<file path="src/btpe_pkg.sv">
`default_nettype none
package btpe_pkg;

  localparam int NODE_W = 9;
  localparam int CNT_W  = 8;

  typedef enum logic [1:0] {
    ACT_CLEAR = 2'd0,
    ACT_LOAD  = 2'd1,
    ACT_EMIT  = 2'd2,
    ACT_NONE  = 2'd3
  } action_t;

  // controller -> datapath
  typedef struct packed {
    logic clear;
    logic ld_first;   // first edge into an empty slot, written at once
    logic ld_read;    // read the slot of a filled entry
    logic ld_write;   // read-modify-write of that slot
    logic em_start;   // pick node, issue table or stack read
    logic em_finish;  // form result word, push or pop
  } btpe_cmd_t;

  // datapath -> controller
  typedef struct packed {
    logic ld_slot_ok;
    logic ld_slot_filled;
    logic em_over;
    logic out_free;
  } btpe_stat_t;

endpackage
`default_nettype wire

</file>
<file path="src/btpe_ctrl.sv">
`default_nettype none
module btpe_ctrl (
  input  wire logic               clk,
  input  wire logic               rst_n,
  input  wire logic               in_valid,
  input  wire logic [1:0]         in_action,
  output logic                    in_ready,
  input  wire btpe_pkg::btpe_stat_t stat,
  output btpe_pkg::btpe_cmd_t     cmd
);
  import btpe_pkg::*;

  typedef enum logic [1:0] {
    S_IDLE,
    S_LD_WR,
    S_EM_FIN
  } state_t;

  state_t state_r, state_nxt;
  logic   take;

  assign in_ready = (state_r == S_IDLE);
  assign take     = in_valid && in_ready;

  always_comb begin
    cmd       = '0;
    state_nxt = state_r;
    case (state_r)
      S_IDLE: begin
        if (take) begin
          case (action_t'(in_action))
            ACT_CLEAR: cmd.clear = 1'b1;
            ACT_LOAD: begin
              if (stat.ld_slot_ok) begin
                if (stat.ld_slot_filled) begin
                  cmd.ld_read = 1'b1;
                  state_nxt   = S_LD_WR;
                end else begin
                  cmd.ld_first = 1'b1;
                end
              end
            end
            ACT_EMIT: begin
              if (!stat.em_over) begin
                cmd.em_start = 1'b1;
                state_nxt    = S_EM_FIN;
              end
            end
            default: ;
          endcase
        end
      end
      S_LD_WR: begin
        cmd.ld_write = 1'b1;
        state_nxt    = S_IDLE;
      end
      S_EM_FIN: begin
        if (stat.out_free) begin
          cmd.em_finish = 1'b1;
          state_nxt     = S_IDLE;
        end
      end
      default: state_nxt = S_IDLE;
    endcase
  end

  always_ff @(posedge clk) begin
    if (!rst_n) begin
      state_r <= S_IDLE;
    end else begin
      state_r <= state_nxt;
    end
  end

endmodule
`default_nettype wire

</file>
<file path="config.mk">
export PLATFORM = sky130hd
export DESIGN_NAME = btpe_ctrl
export DESIGN_NICKNAME = d
export VERILOG_FILES = /design/src/btpe_pkg.sv /design/src/btpe_ctrl.sv
export SDC_FILE = /design/constraint.sdc
export NUM_CORES = 1
export LEC_CHECK = 0
export BUFFER_PORTS_ARGS = -buffer_cell sky130_fd_sc_hd__buf_2
export CAP_MARGIN = 10
export CORE_AREA = 2 2 39 41
export DETAILED_ROUTE_END_ITERATION = 10
export DIE_AREA = 0 0 41 43
export SETUP_SLACK_MARGIN = 0.1
export SKIP_CTS_REPAIR_TIMING = 1
export SLEW_MARGIN = 0
export SYNTH_ARGS = -nofsm -noshare
export SYNTH_HDL_FRONTEND = slang
export SYNTH_SLANG_ARGS = --single-unit
</file>
<file path="constraint.sdc">
create_clock -name clk -period 1.12 [get_ports clk]
set_input_delay 0.168 -clock clk [delete_from_list [all_inputs] [get_ports clk]]
set_output_delay 0.168 -clock clk [all_outputs]
set_load 0.05 [all_outputs]
</file>
=== After elaboration in Yosys (flattened, before gate mapping) ===
Cells that the tools add are included.

* Bits in registers: 2
* Input bits: 9

* Eq/ne operators: 10
* Muxes and demuxes: 21
* Reduce and logical (&&, ||, !) cells: 4

{| class="wikitable"
|+ Operators with widths
! operator !! count
|-
| 2-to-1 mux 2 bit || 7
|-
| 2-to-1 mux 1 bit || 10
|-
| inequality test 3 bit (second input constant) || 3
|-
| one-hot mux 2 bit (2 select lines) || 2
|-
| 2-to-1 mux 3 bit || 2
|-
| AND reduction 6 bit || 1
|-
| equality test 2 x 1 -> 1 bit (second input constant) || 2
|-
| equality test 2 bit (second input constant) || 2
|-
| zero test 2 bit || 2
|-
| inequality test 3 x 1 -> 1 bit (second input constant) || 1
|-
| inequality test 2 x 1 -> 1 bit (second input constant) || 1
|-
| inequality test 2 bit (second input constant) || 1
|-
| logical AND 1 bit || 1
|}

=== Longest topological paths before layout ===
* Depth after elaboration: 5
* Depth in mapped cells: 2
* Depth with buffers taken out: 2

=== Worst setup path after synthesis ===
OpenSTA, ideal clock, no wires.

* Kind: register to output
* From: register state_r[0]
* To: output port cmd[3] (netlist bit)
* Arrival time: 1.975 ns
* Required time: 0.952 ns
* Slack: -1.023 ns
* Cell stages (with the launch flop): 3
* Path buffers: 0
* Cell sequence: dfxtp_1 -> or4b_4 -> nor3_1

{| class="wikitable"
|+ RTL lines
! what !! line !! RTL
|-
| from (decl) || btpe_ctrl.sv:19 || <nowiki>state_t state_r, state_nxt;</nowiki>
|-
| from (signal assigned) || btpe_ctrl.sv:71 || <nowiki>state_r <= state_nxt;</nowiki>
|-
| to (decl) || btpe_ctrl.sv:9 || <nowiki>output btpe_pkg::btpe_cmd_t cmd</nowiki>
|}

==> out/results.tsv <==
stage	metric	value	unit
timing	Setup Skew	0.00299	ns
finish	Top Registers	state_r (2)	
routing	drt first-iter violations	2	
run_status	failing checks	setup timing	
clock_tree	root buf cell	clkbuf_4	
floorplanning	initial core utilization	10.8	%
logic_synthesis	top_reg_cell synth	dfxtp_1	
timing	Slew Limit Fails	0	
global_route	Remaining Overflow, GRT	0	
logic_synthesis	Synth Area in XOR/XNOR	0	%
floorplanning	area of the die	0.00176	sq mm
finish	Area growth, synth to finish	166	%
floorplanning	I/O pin cnt	16	
clock_tree	H-tree depth	1	
place	DP Worst Slack	-0.388	ns
worst_setup_path	critical path class	register to output pin	
finish	fill count	149	
floorplanning	die span in y	43	um
finish	Finished Core Util	28.7	%
floorplanning	Die Wd	41	um
logic_synthesis	top cell type's share of synthesized area	26.9	%
place	IO buf count	15	
finish	Largest Register	state_r	
logic_synthesis	top cells by count, synth	3 x nor2_1, 2 x dfxtp_1, 2 x nand2_1, 2 x nor3_1	
routing	Detailed Routing Iterations Pass 1	2	
routing	via count	221	
global_route	GRT Total Usage	7.34	%
routing	Routed Antenna Nets	0	
finish	Sequential Area	42.5	sq um
clock_tree	number of CTS-inserted buffers	3	
logic_synthesis	top-count cell post-synth	nor2_1	
worst_hold_path	HP Class	primary input to register	
routing	final wirelength	512	um
logic_synthesis	Post-Synth Adder-Cell Area	0	%
finish	# diodes	0	
global_route	first-pass GRT wire length	724	um
logic_synthesis	Synth area leader	dfxtp_1	
finish	area taken by multi-input logic gates	148	sq um
timing	post-route clock period utilization	148	%
timing	setup ws final	-0.532	ns
logic_synthesis	Compound-Gate Fraction of Synth Area	6.72	%
logic_synthesis	largest family of logic cells by synthesized area	simple AND/OR/NAND/NOR gates	
run_status	status	finished with violations	
logic_synthesis	Mapped Nets	27	
floorplanning	row count	14	
worst_setup_path	Worst setup SP type	register	
timing	Max Freq	605	MHz
timing	Fin. Hold Viols	0	
logic_synthesis	Async SR Flop Fraction	0	%
worst_setup_path	Critical Path Fanout Max	4	
power	Worst IR Drop VDD	199	uV
worst_setup_path	arrival time worst endpoint	1.48	ns
finish	Largest register FFs	2	
timing	Period minus WS final	1.65	ns
finish	nets	50	
timing	final setup vio count	7	
clock_tree	Clock Sinks	2	
logic_synthesis	mux contribution to synthesized area	0	%
logic_synthesis	Yosys cell types	13	
clock_tree	Reg clk slew, reported paths	0.03	ns
routing	Via density	4.02	
worst_setup_path	Worst Setup End Kind	output pin	
timing	relative slew slack	83.8	%
power	leak pwr	0.182	nW
place	routability cong.	0.604	
logic_synthesis	synthesis-stage register bit count	2	
logic_synthesis	post-synthesis area per instance	8.27	sq um
logic_synthesis	EDFF count, synth	0	
finish	ratio of cells with drive above 1 in the final layout	82.1	%
logic_synthesis	top area cells in the synthesized netlist	dfxtp_1 27%, or4b_4 9.2%, nor2_1 7.6%	
logic_synthesis	Post-Syn Instances	18	
clock_tree	CTS max path bufs	2	
global_route	largest net degree at the start of global routing	5	
routing	Routed WL per cell	9.31	um
global_route	initial antenna violation count	0	
timing	RSZ-0062 raised after global routing	yes	
logic_synthesis	Post-Syn Area	149	sq um
timing	Slew @ Worst Pin	0.240	ns
routing	residual DRC count	0	
clock_tree	clk_lat worst skew	0.23	ns
clock_tree	CTS tree	built	
power	pwr dens	819	mW/mm^2
timing	WHS	0.208	ns
global_route	vias in the first global route	210	
place	post-detail-place hpwl	383	um
flow_run	total of max-cap violations	0	
logic_synthesis	Post-Synth Simple-Gate Area	63.9	%
logic_synthesis	Synth warnings	0	
floorplanning	CORE AREA	0.00138	sq mm
logic_synthesis	sequential area share after synthesis	26.9	%
worst_setup_path	critical path required time	0.95	ns
## power by group
| part | switching, mW | total, mW | internal (mW) |
|---|---|---|---|
| Combinational | 0.0510 | 0.0899 | 0.0389 |
| Clock | 0.0427 | 0.161 | 0.118 |
| Sequential | 0.000671 | 0.0739 | 0.0733 |
| Total | 0.0944 | 0.325 | 0.230 |
## layer usage
layer | wire, um | track usage, % | share of wire, %
met1 | 161 | 4.52 | 31
met2 | 295 | 9.06 | 58
met3 | 55 | 6.28 | 11
met4 | 0 | 12.0 | 0
met5 | 0 | 0 | 0
## worst max-delay path, cell delays in order, from the launching register on
cell     delay (ns)
dfxtp_2        0.31
or4b_4         0.57
nor3_4         0.21
buf_6          0.18
## cells by family (layout without fill, tap and decap cells)
| family | Yosys count | in the layout |
|---|---|---|
| flops | 2 | 2 |
| compound gates | 1 | 1 |
| buf+inv | 1 | 22 |
| simple gates | 14 | 14 |
## per-stage QoR
step           power [mW]  std cells  cell area (sq um)  TNS [ns]
2_1_floorplan       0.120         18                179     -1.73
3_3_place_gp        0.150         52                297     -1.11
3_5_place_dp        0.150         52                297     -1.10
4_1_cts             0.322         55                319     -2.59
5_1_grt             0.349         55                397     -2.14
6_report            0.325         55                397     -1.81
## path summary, 6_finish.rpt
check                                start    endpoint  slack [ns]  cells past startpoint
worst max-delay path            state_r[1]      cmd[4]       -0.53                      3
worst min-delay path                 rst_n  state_r[1]        0.21                      2
worst max register to register  state_r[1]  state_r[0]        0.05                      2
worst min register to register  state_r[1]  state_r[0]        0.56                      2
## cells in the final DEF (no fill, tap or decap), drive strengths merged
| cell type | instances |
|---|---|
| nor4bb | 1 |
| a32o | 1 |
| clkbuf | 3 |
| and4 | 1 |
| buf | 18 |
| and3b | 1 |
| nor3b | 1 |
| inv | 1 |
| or4b | 1 |
| nor2b | 1 |
| nor3 | 3 |
| nor2 | 3 |
| dfxtp | 2 |
| nand2 | 2 |
## cell type report
class	count	area share (%)
Multi-Input combinational cell	15	37.2
Clock buffer	3	5.68
Inverter	1	0.946
Sequential cell	2	10.7
Timing Repair Buffer	18	40.4
Tap cell	16	5.05
Note: power is estimated with default switching activity, not from simulation.
